## config.mk

```make
export PLATFORM = sky130hd
export DESIGN_NAME = imu_tilt_and_gyro_integrator_top
export DESIGN_NICKNAME = d
export VERILOG_FILES = /design/src/rtl/itgi_pkg.sv /design/src/rtl/itgi_ctrl.sv /design/src/rtl/itgi_dp.sv /design/src/rtl/imu_tilt_and_gyro_integrator_top.sv
export SDC_FILE = /design/constraint.sdc
export NUM_CORES = 2
export LEC_CHECK = 0
export BUFFER_PORTS_ARGS = -buffer_cell sky130_fd_sc_hd__buf_2
export CAP_MARGIN = 20
export CORE_MARGIN = 2
export CORE_UTILIZATION = 60
export CTS_BUF_LIST = sky130_fd_sc_hd__clkbuf_16
export DETAILED_ROUTE_END_ITERATION = 7
export PLACE_DENSITY = 0.79
export SETUP_SLACK_MARGIN = 0.1
export SLEW_MARGIN = 15
export SYNTH_ARGS = -nofsm -noshare
export SYNTH_HDL_FRONTEND = slang
export SYNTH_SLANG_ARGS = --single-unit
```

## constraint.sdc

```tcl
create_clock -name i_clk -period 15.05 [get_ports i_clk]
set_input_delay 0 -clock i_clk [delete_from_list [all_inputs] [get_ports i_clk]]
set_output_delay 0 -clock i_clk [all_outputs]
set_load 0.02 [all_outputs]
```

## src/rtl/itgi_pkg.sv

```systemverilog
// ----------------------------------------------------------------------------
// itgi_pkg
// Shared types and constants for the inertial tilt and gyro integrator.
// ----------------------------------------------------------------------------
package itgi_pkg;

    localparam int TABLE_LEN = 24;
    localparam int ACC_W     = 48;
    localparam int CW        = 40;   // CORDIC datapath width
    localparam int ZW        = 28;   // angle accumulator, degrees * 2^16

    typedef enum logic [3:0] {
        ST_IDLE,
        ST_SQRT,
        ST_PITCH_LOAD,
        ST_PITCH_RUN,
        ST_ROLL_LOAD,
        ST_ROLL_RUN,
        ST_ACC_X,
        ST_ACC_Y,
        ST_ACC_Z,
        ST_OUT
    } t_state;

    typedef struct packed {
        logic capture;
        logic sqrt_start;
        logic sqrt_step;
        logic cor_load_pitch;
        logic cor_load_roll;
        logic cor_step;
        logic cor_save_pitch;
        logic cor_save_roll;
        logic [1:0] acc_sel;
        logic acc_step;
        logic out_load;
    } t_cmd;

    typedef struct packed {
        logic sqrt_done;
        logic cor_done;
        logic first;
        logic ok;
    } t_status;

    typedef enum logic [1:0] {
        AX_X = 2'd0,
        AX_Y = 2'd1,
        AX_Z = 2'd2
    } t_axis;

    function automatic logic signed [ZW-1:0] atan_entry(input logic [4:0] i);
        logic signed [ZW-1:0] r;
        case (i)
            5'd0:  r = 28'sd2949120;
            5'd1:  r = 28'sd1740967;
            5'd2:  r = 28'sd919879;
            5'd3:  r = 28'sd466945;
            5'd4:  r = 28'sd234379;
            5'd5:  r = 28'sd117304;
            5'd6:  r = 28'sd58666;
            5'd7:  r = 28'sd29335;
            5'd8:  r = 28'sd14668;
            5'd9:  r = 28'sd7334;
            5'd10: r = 28'sd3667;
            5'd11: r = 28'sd1833;
            5'd12: r = 28'sd917;
            5'd13: r = 28'sd458;
            5'd14: r = 28'sd229;
            5'd15: r = 28'sd115;
            5'd16: r = 28'sd57;
            5'd17: r = 28'sd29;
            5'd18: r = 28'sd14;
            5'd19: r = 28'sd7;
            5'd20: r = 28'sd4;
            5'd21: r = 28'sd2;
            5'd22: r = 28'sd1;
            default: r = '0;
        endcase
        return r;
    endfunction

endpackage

```

## src/rtl/itgi_ctrl.sv

```systemverilog
// ----------------------------------------------------------------------------
// itgi_ctrl
// Sequencer: square root, two CORDIC passes, three accumulator updates.
// ----------------------------------------------------------------------------
module itgi_ctrl import itgi_pkg::*; (
    input  logic    i_clk,
    input  logic    i_rst_n,
    input  logic    i_in_valid,
    output logic    o_in_stall,
    input  logic    i_out_valid,
    input  logic    i_out_stall,
    input  t_status i_status,
    output t_cmd    o_cmd
);

    t_state r_state, n_state;

    always_ff @(posedge i_clk) begin
        if (!i_rst_n) begin
            r_state <= ST_IDLE;
        end else begin
            r_state <= n_state;
        end
    end

    always_comb begin
        n_state = r_state;
        unique case (r_state)
            ST_IDLE:       if (i_in_valid) n_state = ST_SQRT;
            ST_SQRT: begin
                if (i_status.first || !i_status.ok) n_state = ST_IDLE;
                else if (i_status.sqrt_done) n_state = ST_PITCH_LOAD;
            end
            ST_PITCH_LOAD: n_state = ST_PITCH_RUN;
            ST_PITCH_RUN:  if (i_status.cor_done) n_state = ST_ROLL_LOAD;
            ST_ROLL_LOAD:  n_state = ST_ROLL_RUN;
            ST_ROLL_RUN:   if (i_status.cor_done) n_state = ST_ACC_X;
            ST_ACC_X:      n_state = ST_ACC_Y;
            ST_ACC_Y:      n_state = ST_ACC_Z;
            ST_ACC_Z:      n_state = ST_OUT;
            ST_OUT:        if (!i_out_valid || !i_out_stall) n_state = ST_IDLE;
            default:       n_state = ST_IDLE;
        endcase
    end

    always_comb begin
        o_cmd      = '0;
        o_in_stall = 1'b1;
        unique case (r_state)
            ST_IDLE: begin
                o_in_stall    = 1'b0;
                o_cmd.capture = i_in_valid;
                o_cmd.sqrt_start = i_in_valid;
            end
            ST_SQRT:       o_cmd.sqrt_step = 1'b1;
            ST_PITCH_LOAD: o_cmd.cor_load_pitch = 1'b1;
            ST_PITCH_RUN: begin
                o_cmd.cor_step       = 1'b1;
                o_cmd.cor_save_pitch = i_status.cor_done;
            end
            ST_ROLL_LOAD:  o_cmd.cor_load_roll = 1'b1;
            ST_ROLL_RUN: begin
                o_cmd.cor_step      = 1'b1;
                o_cmd.cor_save_roll = i_status.cor_done;
            end
            ST_ACC_X: begin
                o_cmd.acc_step = 1'b1;
                o_cmd.acc_sel  = AX_X;
            end
            ST_ACC_Y: begin
                o_cmd.acc_step = 1'b1;
                o_cmd.acc_sel  = AX_Y;
            end
            ST_ACC_Z: begin
                o_cmd.acc_step = 1'b1;
                o_cmd.acc_sel  = AX_Z;
            end
            ST_OUT:        o_cmd.out_load = !i_out_valid || !i_out_stall;
            default:       o_cmd = '0;
        endcase
    end

endmodule

```

## src/rtl/itgi_dp.sv

```systemverilog
// ----------------------------------------------------------------------------
// itgi_dp
// Datapath: bit-pair square root, shared CORDIC unit, gyro accumulators and
// output register.
// ----------------------------------------------------------------------------
module itgi_dp import itgi_pkg::*; #(
    parameter int CORDIC_STEPS    = 16,
    parameter int ANGLE_FRAC_BITS = 7
) (
    input  logic                    i_clk,
    input  logic                    i_rst_n,
    input  t_cmd                    i_cmd,
    output t_status                 o_status,
    input  logic [31:0]             i_time_ms,
    input  logic                    i_sample_ok,
    input  logic signed [15:0]      i_accel_x,
    input  logic signed [15:0]      i_accel_y,
    input  logic signed [15:0]      i_accel_z,
    input  logic signed [15:0]      i_rate_x,
    input  logic signed [15:0]      i_rate_y,
    input  logic signed [15:0]      i_rate_z,
    input  logic                    i_out_stall,
    output logic                    o_out_valid,
    output logic signed [15:0]      o_tilt_pitch,
    output logic signed [15:0]      o_tilt_roll,
    output logic signed [ACC_W-1:0] o_angle_x_sum,
    output logic signed [ACC_W-1:0] o_angle_y_sum,
    output logic signed [ACC_W-1:0] o_angle_z_sum,
    output logic                    o_sum_saturated
);

    localparam int STEPS = (CORDIC_STEPS > TABLE_LEN) ? TABLE_LEN : CORDIC_STEPS;
    localparam int SH    = 16 - ANGLE_FRAC_BITS;
    localparam logic signed [ZW-1:0] LIM = ZW'(180 << ANGLE_FRAC_BITS);

    // captured sample
    logic [31:0]        r_prev_time;
    logic [31:0]        r_dt;
    logic               r_first, r_ok;
    logic signed [15:0] r_ax, r_ay, r_az, r_gx, r_gy, r_gz;

    always_ff @(posedge i_clk) begin
        if (!i_rst_n) begin
            r_prev_time <= '0;
            r_first     <= 1'b0;
            r_ok        <= 1'b0;
        end else if (i_cmd.capture) begin
            r_first     <= (r_prev_time == '0);
            r_ok        <= i_sample_ok;
            r_dt        <= i_time_ms - r_prev_time;
            r_prev_time <= i_time_ms;
        end
    end

    always_ff @(posedge i_clk) begin
        if (i_cmd.capture) begin
            r_ax <= i_accel_x;
            r_ay <= i_accel_y;
            r_az <= i_accel_z;
            r_gx <= i_rate_x;
            r_gy <= i_rate_y;
            r_gz <= i_rate_z;
        end
    end

    // square root of (y^2+z^2)<<28, one result bit per cycle
    logic [59:0] r_rem;
    logic [59:0] r_rad;
    logic [29:0] r_root;
    logic [4:0]  r_sq_cnt;
    logic [31:0] n_y2, n_z2;
    logic [59:0] sq_trial, sq_rem2;

    assign n_y2 = 32'(i_accel_y) * 32'(i_accel_y);
    assign n_z2 = 32'(i_accel_z) * 32'(i_accel_z);
    assign sq_rem2  = {r_rem[57:0], r_rad[59:58]};
    assign sq_trial = {r_root, 2'b01};

    always_ff @(posedge i_clk) begin
        if (i_cmd.sqrt_start) begin
            r_rad    <= {n_y2 + n_z2, 28'd0};
            r_rem    <= '0;
            r_root   <= '0;
            r_sq_cnt <= '0;
        end else if (i_cmd.sqrt_step && r_sq_cnt != 5'd30) begin
            r_rad    <= {r_rad[57:0], 2'b00};
            r_sq_cnt <= r_sq_cnt + 5'd1;
            if (sq_rem2 >= sq_trial) begin
                r_rem  <= sq_rem2 - sq_trial;
                r_root <= {r_root[28:0], 1'b1};
            end else begin
                r_rem  <= sq_rem2;
                r_root <= {r_root[28:0], 1'b0};
            end
        end
    end

    // CORDIC vectoring
    logic signed [CW-1:0] r_cx, r_cy;
    logic signed [ZW-1:0] r_cz;
    logic [4:0]           r_ci;
    logic signed [CW-1:0] ld_x, ld_y, nx, ny;
    logic signed [ZW-1:0] ld_z, z_rnd, z_clip;
    logic signed [15:0]   r_pitch, r_roll;

    always_comb begin
        logic signed [CW-1:0] x0, y0;
        if (i_cmd.cor_load_pitch) begin
            x0 = CW'(r_az) <<< 14;
            y0 = CW'(r_ay) <<< 14;
        end else begin
            x0 = CW'({10'd0, r_root});
            y0 = -(CW'(r_ax) <<< 14);
        end
        ld_x = x0;
        ld_y = y0;
        ld_z = '0;
        if (x0 < 0) begin
            if (y0 >= 0) begin
                ld_x = y0;
                ld_y = -x0;
                ld_z = ZW'(90 <<< 16);
            end else begin
                ld_x = -y0;
                ld_y = x0;
                ld_z = -ZW'(90 <<< 16);
            end
        end
    end

    assign nx = (r_cy >= 0) ? r_cx + (r_cy >>> r_ci) : r_cx - (r_cy >>> r_ci);
    assign ny = (r_cy >= 0) ? r_cy - (r_cx >>> r_ci) : r_cy + (r_cx >>> r_ci);

    always_ff @(posedge i_clk) begin
        if (i_cmd.cor_load_pitch || i_cmd.cor_load_roll) begin
            r_cx <= ld_x;
            r_cy <= ld_y;
            r_cz <= ld_z;
            r_ci <= '0;
        end else if (i_cmd.cor_step && !o_status.cor_done) begin
            r_cx <= nx;
            r_cy <= ny;
            r_cz <= (r_cy >= 0) ? r_cz + atan_entry(r_ci) : r_cz - atan_entry(r_ci);
            r_ci <= r_ci + 5'd1;
        end
    end

    assign z_rnd = (r_cz + ZW'(1 << (SH - 1))) >>> SH;
    always_comb begin
        z_clip = z_rnd;
        if (z_rnd > LIM) z_clip = LIM;
        if (z_rnd < -LIM) z_clip = -LIM;
        if (z_clip > ZW'(32767)) z_clip = ZW'(32767);
        if (z_clip < -ZW'(32768)) z_clip = -ZW'(32768);
    end

    always_ff @(posedge i_clk) begin
        if (i_cmd.cor_save_pitch) r_pitch <= (r_ay == 0 && r_az == 0) ? '0 : 16'(z_clip);
        if (i_cmd.cor_save_roll) begin
            r_roll <= (r_ax == 0 && r_ay == 0 && r_az == 0) ? '0 : 16'(z_clip);
        end
    end

    // saturating accumulators, one axis per cycle
    logic signed [ACC_W-1:0] r_acc [3];
    logic                    r_sat;
    logic signed [15:0]      g_sel;
    logic signed [48:0]      prod;
    logic signed [49:0]      acc_sum;
    logic signed [ACC_W-1:0] acc_new;
    logic                    acc_clip;

    always_comb begin
        case (t_axis'(i_cmd.acc_sel))
            AX_X:    g_sel = r_gx;
            AX_Y:    g_sel = r_gy;
            default: g_sel = r_gz;
        endcase
    end

    assign prod    = 49'(g_sel) * 49'($signed({1'b0, r_dt}));
    assign acc_sum = 50'(r_acc[i_cmd.acc_sel]) + 50'(prod);

    always_comb begin
        acc_clip = 1'b1;
        if (acc_sum > 50'sh0_7FFF_FFFF_FFFF) acc_new = {1'b0, {(ACC_W-1){1'b1}}};
        else if (acc_sum < -50'sh0_8000_0000_0000) acc_new = {1'b1, {(ACC_W-1){1'b0}}};
        else begin
            acc_new  = acc_sum[ACC_W-1:0];
            acc_clip = 1'b0;
        end
    end

    always_ff @(posedge i_clk) begin
        if (!i_rst_n) begin
            r_acc[0] <= '0;
            r_acc[1] <= '0;
            r_acc[2] <= '0;
            r_sat    <= 1'b0;
        end else begin
            if (i_cmd.capture) r_sat <= 1'b0;
            if (i_cmd.acc_step) begin
                r_acc[i_cmd.acc_sel] <= acc_new;
                r_sat <= r_sat | acc_clip;
            end
        end
    end

    // output register
    always_ff @(posedge i_clk) begin
        if (!i_rst_n) begin
            o_out_valid <= 1'b0;
        end else if (i_cmd.out_load) begin
            o_out_valid <= 1'b1;
        end else if (!i_out_stall) begin
            o_out_valid <= 1'b0;
        end
    end

    always_ff @(posedge i_clk) begin
        if (i_cmd.out_load) begin
            o_tilt_pitch    <= r_pitch;
            o_tilt_roll     <= r_roll;
            o_angle_x_sum   <= r_acc[0];
            o_angle_y_sum   <= r_acc[1];
            o_angle_z_sum   <= r_acc[2];
            o_sum_saturated <= r_sat;
        end
    end

    assign o_status.sqrt_done = (r_sq_cnt == 5'd30);
    assign o_status.cor_done  = (r_ci == 5'(STEPS));
    assign o_status.first     = r_first;
    assign o_status.ok        = r_ok;

endmodule

```

## src/rtl/imu_tilt_and_gyro_integrator_top.sv

```systemverilog
// ----------------------------------------------------------------------------
// imu_tilt_and_gyro_integrator_top
// One request in, at most one result out. The first sample and a failed read
// return to idle from the square root state with no result. A good read runs
// through the square root, two CORDIC passes on one shared unit, three
// accumulator updates and the output register load. A waiting result stalls
// the sequencer only at its output load. One request at a time.
// ----------------------------------------------------------------------------
module imu_tilt_and_gyro_integrator_top import itgi_pkg::*; #(
    parameter int CORDIC_STEPS    = 16,
    parameter int ANGLE_FRAC_BITS = 7
) (
    input  logic                    i_clk,
    input  logic                    i_rst_n,
    input  logic                    i_valid,
    output logic                    o_stall,
    input  logic [31:0]             i_time_ms,
    input  logic                    i_sample_ok,
    input  logic signed [15:0]      i_accel_x,
    input  logic signed [15:0]      i_accel_y,
    input  logic signed [15:0]      i_accel_z,
    input  logic signed [15:0]      i_rate_x,
    input  logic signed [15:0]      i_rate_y,
    input  logic signed [15:0]      i_rate_z,
    output logic                    o_valid,
    input  logic                    i_stall,
    output logic signed [15:0]      o_tilt_pitch,
    output logic signed [15:0]      o_tilt_roll,
    output logic signed [ACC_W-1:0] o_angle_x_sum,
    output logic signed [ACC_W-1:0] o_angle_y_sum,
    output logic signed [ACC_W-1:0] o_angle_z_sum,
    output logic                    o_sum_saturated
);

    t_cmd    cmd;
    t_status status;

    itgi_ctrl u_ctrl (
        .i_clk       (i_clk),
        .i_rst_n     (i_rst_n),
        .i_in_valid  (i_valid),
        .o_in_stall  (o_stall),
        .i_out_valid (o_valid),
        .i_out_stall (i_stall),
        .i_status    (status),
        .o_cmd       (cmd)
    );

    itgi_dp #(
        .CORDIC_STEPS    (CORDIC_STEPS),
        .ANGLE_FRAC_BITS (ANGLE_FRAC_BITS)
    ) u_dp (
        .i_clk           (i_clk),
        .i_rst_n         (i_rst_n),
        .i_cmd           (cmd),
        .o_status        (status),
        .i_time_ms       (i_time_ms),
        .i_sample_ok     (i_sample_ok),
        .i_accel_x       (i_accel_x),
        .i_accel_y       (i_accel_y),
        .i_accel_z       (i_accel_z),
        .i_rate_x        (i_rate_x),
        .i_rate_y        (i_rate_y),
        .i_rate_z        (i_rate_z),
        .i_out_stall     (i_stall),
        .o_out_valid     (o_valid),
        .o_tilt_pitch    (o_tilt_pitch),
        .o_tilt_roll     (o_tilt_roll),
        .o_angle_x_sum   (o_angle_x_sum),
        .o_angle_y_sum   (o_angle_y_sum),
        .o_angle_z_sum   (o_angle_z_sum),
        .o_sum_saturated (o_sum_saturated)
    );

endmodule

```

==> flow_metrics.tcl <==
set metrics [dict create \
    drive_above_1_share_pct 8.65 \
    worstHoldStart "i_rate_x[12]" \
    drv_cap 0 \
    met1_usage_pct 42.9 \
    tns_ns 0 \
    fin_crit_ns 10.60 \
    critical_path_class "flop to flop" \
    hold_depth 2 \
    grt_antenna_before_repair 16 \
    use_met3_pct 6.94 \
    grt_max_degree 91 \
    dp_hpwl_um 181000 \
    min_path_type "input port to flop" \
    finalWirelength_um 239000 \
    area_growth_pct 9.79 \
    cp-startpoint "u_ctrl.r_state[3]$_SDFFE_PN0P_" \
    fp.dieW_um 375 \
    gp_congestion 0.996 \
    dp.cells 10351 \
    rsz0062_at_grt "false" \
    grt_pass1_wl_um 372000 \
    synthFlopType "edfxtp_1" \
    syn_inst 8568 \
    setup_slack_ns 4.45 \
    insertion_delay_ns 0.70 \
    slew_viol_final 0 \
    cts_setup_buffers 0 \
    async_reset_ff_share_pct 0 \
    yosysSeqAreaShare_pct 26.4 \
    grt_use_total_pct 33.8 \
    grt_pass1_vias 66624 \
    cts_tree "built" \
    clockBufferDepth 3 \
    maxSlewHeadroom_pct 16.1 \
    hold_buffers 195 \
    endpoint_kind "flop" \
    status "finished, final reports clean" \
    rrSetupSlack_ns 4.45 \
    yosysTopAreaCell "fa_1" \
    top_usage_layer "met2" \
    synth_fa_ha_area_share_pct 31.3 \
    synth_top_family_by_area "adder cells" \
    numCtsBuffers 86 \
    min_period_over_period_pct 70.4 \
    via_count 65539 \
    rr_endpoint "u_dp.r_acc[1][25]$_SDFFCE_PN0P_" \
    h-tree-depth 3 \
    instances_no_fill 10719 \
    synth_area_leaders "fa_1 (24%), edfxtp_1 (23%), ha_1 (7.2%), inv_1 (5.9%), nand2_1 (4.6%)" \
    post-place-ws_ns 4.62 \
    synth_edf_count 621 \
    drtIter0Drc 6083 \
    critPathMaxFanout 67 \
    ff2ff_path_depth 27 \
    fp.coreArea_mm2 0.137 \
    synth_top_area_share_pct 24.1 \
    clock_skew_ns 0.0597 \
    floorplan.initialDensity_pct 60.3 \
    muxShareOfSynthArea_pct 4.46 \
    hold_end "u_dp.r_gx[12]$_DFFE_PP_" \
    ant_nets 0 \
    fmax_mhz 94.3 \
    synth-xor-area-share_pct 4.39 \
    nFillCells 10571 \
    worst_slew_pin_slew_ns 1.25 \
    via_per_inst 6.11 \
    io_buffers 311 \
    arrival_ns 10.96 \
    die_h_um 375 \
    post_cts_resized 0 \
    cts-root-buf "clkbuf_16" \
    rows 136 \
    cts_sinks 781 \
    layout.nets 10453 \
    pin_count 312 \
    grt_overflow 0 \
    cp-start-kind "flop" \
    rr_startpoint "u_ctrl.r_state[3]$_SDFFE_PN0P_" \
    syn_nets 10175 \
    synth-compound-area-share_pct 11.7 \
    netlist_area_mm2 0.0827 \
    required_ns 15.41 \
    avgSynthCellArea_um2 9.66 \
    setup_viol 0 \
    ys_types 97 \
    clk_pin_slew_ns 0.06 \
    dieArea_mm2 0.141 \
    first_pass_iters 8 \
    yosys_warnings 0 \
    post_drt_wl_per_cell_um 22.3 \
    use_met2_pct 55.1 \
    drc 0 \
    hold_violations 0 \
    ys_ff_latch 781 \
    synthSimpleGateAreaFrac_pct 13.8 \
]
==> layer usage <==
metal	wire (um)	part of all wire, %
met5	69	0.029
met4	13700	5.7
met1	90200	38
met3	21500	9.0
met2	113000	47
==> cell usage in the layout, fill, tap and decap left out, drive strengths merged, types with 20 or more instances in the layout <==
cell            n
a211oi         52
a21boi         51
a21o          128
a21oi         321
a22o           20
a31oi          95
and2          342
and3           47
buf           390
clkbuf         90
clkinv         38
dfxtp         160
dlygate4sd3   195
edfxtp        621
fa            996
ha            478
inv          1310
mux2           51
mux2i         108
mux4           90
nand2        1008
nand2b         71
nand3          87
nand4          52
nor2          472
nor2b          51
nor3          108
nor4           43
o211ai         26
o21a           41
o21ai         451
o21bai         43
o22ai          54
o31ai          34
or2            31
or3            43
xnor2         237
xor2          178
==> layout make-up <==
class	count	area [um^2]	share of cell area [%]
clock buffers	90	2250	2.48
clock inverters	70	769	0.847
repair buffers	585	4180	4.60
inverters	1299	4880	5.37
well taps	1794	2240	2.47
flip-flops and latches	781	21900	24.1
multi-input cells	6093	54600	60.1
diodes	7	17.5	0.0193
==> state kept, by name (all words and copies together) (netlist names), 16 cells and up, named ones only <==
| signal | flops |
|---|---|
| u_dp.r_acc | 144 |
| u_dp.r_rem | 58 |
| o_angle_x_sum | 48 |
| o_angle_y_sum | 48 |
| o_angle_z_sum | 48 |
| u_dp.r_cx | 40 |
| u_dp.r_cy | 40 |
| u_dp.r_dt | 32 |
| u_dp.r_prev_time | 32 |
| u_dp.r_rad | 32 |
| u_dp.r_root | 30 |
| u_dp.r_cz | 28 |
| u_dp.o_tilt_pitch | 16 |
| u_dp.o_tilt_roll | 16 |
| u_dp.r_ax | 16 |
| u_dp.r_ay | 16 |
| u_dp.r_az | 16 |
| u_dp.r_gx | 16 |
| u_dp.r_gy | 16 |
| u_dp.r_gz | 16 |
| u_dp.r_pitch | 16 |
| u_dp.r_roll | 16 |
==> cells in the mapped netlist (all sizes together) (20+ instances only) <==
library cell,count
nand2,1008
nand4,52
a31oi,95
nor3,108
a211oi,52
dfxtp,160
mux2i,108
buf,75
and3,47
mux2,51
o22ai,54
xor2,178
a21boi,51
nor4,43
nand3,87
or3,43
xnor2,237
or2,31
nand2b,71
o21bai,43
o211ai,26
nor2b,51
a21o,128
and2,342
inv,1295
o31ai,34
fa,996
a21oi,321
ha,478
edfxtp,621
a22o,20
o21ai,451
mux4,90
clkbuf,320
o21a,41
nor2,472
==> worst max path at each step <==
stage / to / slack [ns]
after global routing: u_dp.r_acc[1][25]$_SDFFCE_PN0P_ / 3.74
after detailed placement: u_dp.r_acc[1][25]$_SDFFCE_PN0P_ / 4.62
after CTS: u_dp.r_acc[1][25]$_SDFFCE_PN0P_ / 4.57
after global placement: u_dp.r_acc[2][10]$_SDFFCE_PN0P_ / 4.64
after floorplan: o_angle_x_sum[0]$_DFFE_PP_ / 4.85
final: u_dp.r_acc[1][25]$_SDFFCE_PN0P_ / 4.45
==> through the flow <==
| stage | hold slack [ns] | area, um^2 | util, % |
|---|---|---|---|
| CTS | 0.0253 | 90700 | 66.1 |
| global placement | 0.176 | 85700 | 62.5 |
| finish | 0.0602 | 90800 | 66.2 |
| detailed placement | 0.178 | 85700 | 62.5 |
| global route | 0.0470 | 90800 | 66.2 |
| floorplan | 0.0989 | 82700 | - |
==> critical path: stages (launching register included) <==
cell      delay [ns]
dfxtp_1         0.68
nor2_1          0.25
nand3_4         0.14
buf_4           0.70
nand2_1         0.24
a31oi_4         0.95
nand2_1         0.19
fa_1            0.54
fa_1            0.57
fa_1            0.44
fa_1            0.53
inv_1           0.06
fa_1            0.54
inv_1           0.07
fa_1            0.53
inv_1           0.05
ha_1            0.38
o21ai_1         0.11
a21oi_1         0.19
or2_1           0.13
a31oi_1         0.10
a211o_1         0.34
o21a_1          0.27
o31ai_1         0.41
a311oi_1        0.18
o32ai_1         0.53
or2_2           0.77
o21ai_0         0.31
==> cells by family (layout without fill, tap and decap cells) <==
| logic type | after synthesis | count (layout) |
|---|---|---|
| flops | 781 | 781 |
| simple gates | 2430 | 2430 |
| xor+xnor | 415 | 415 |
| fa+ha+maj | 1474 | 1474 |
| buf+inv | 1694 | 2044 |
| other cells | 1 | 8 |
| compound gates | 1524 | 1524 |
| mux | 249 | 249 |
Power is not shown: default switching activity piles up to over one toggle a cycle in this logic, so the estimate is an artifact.
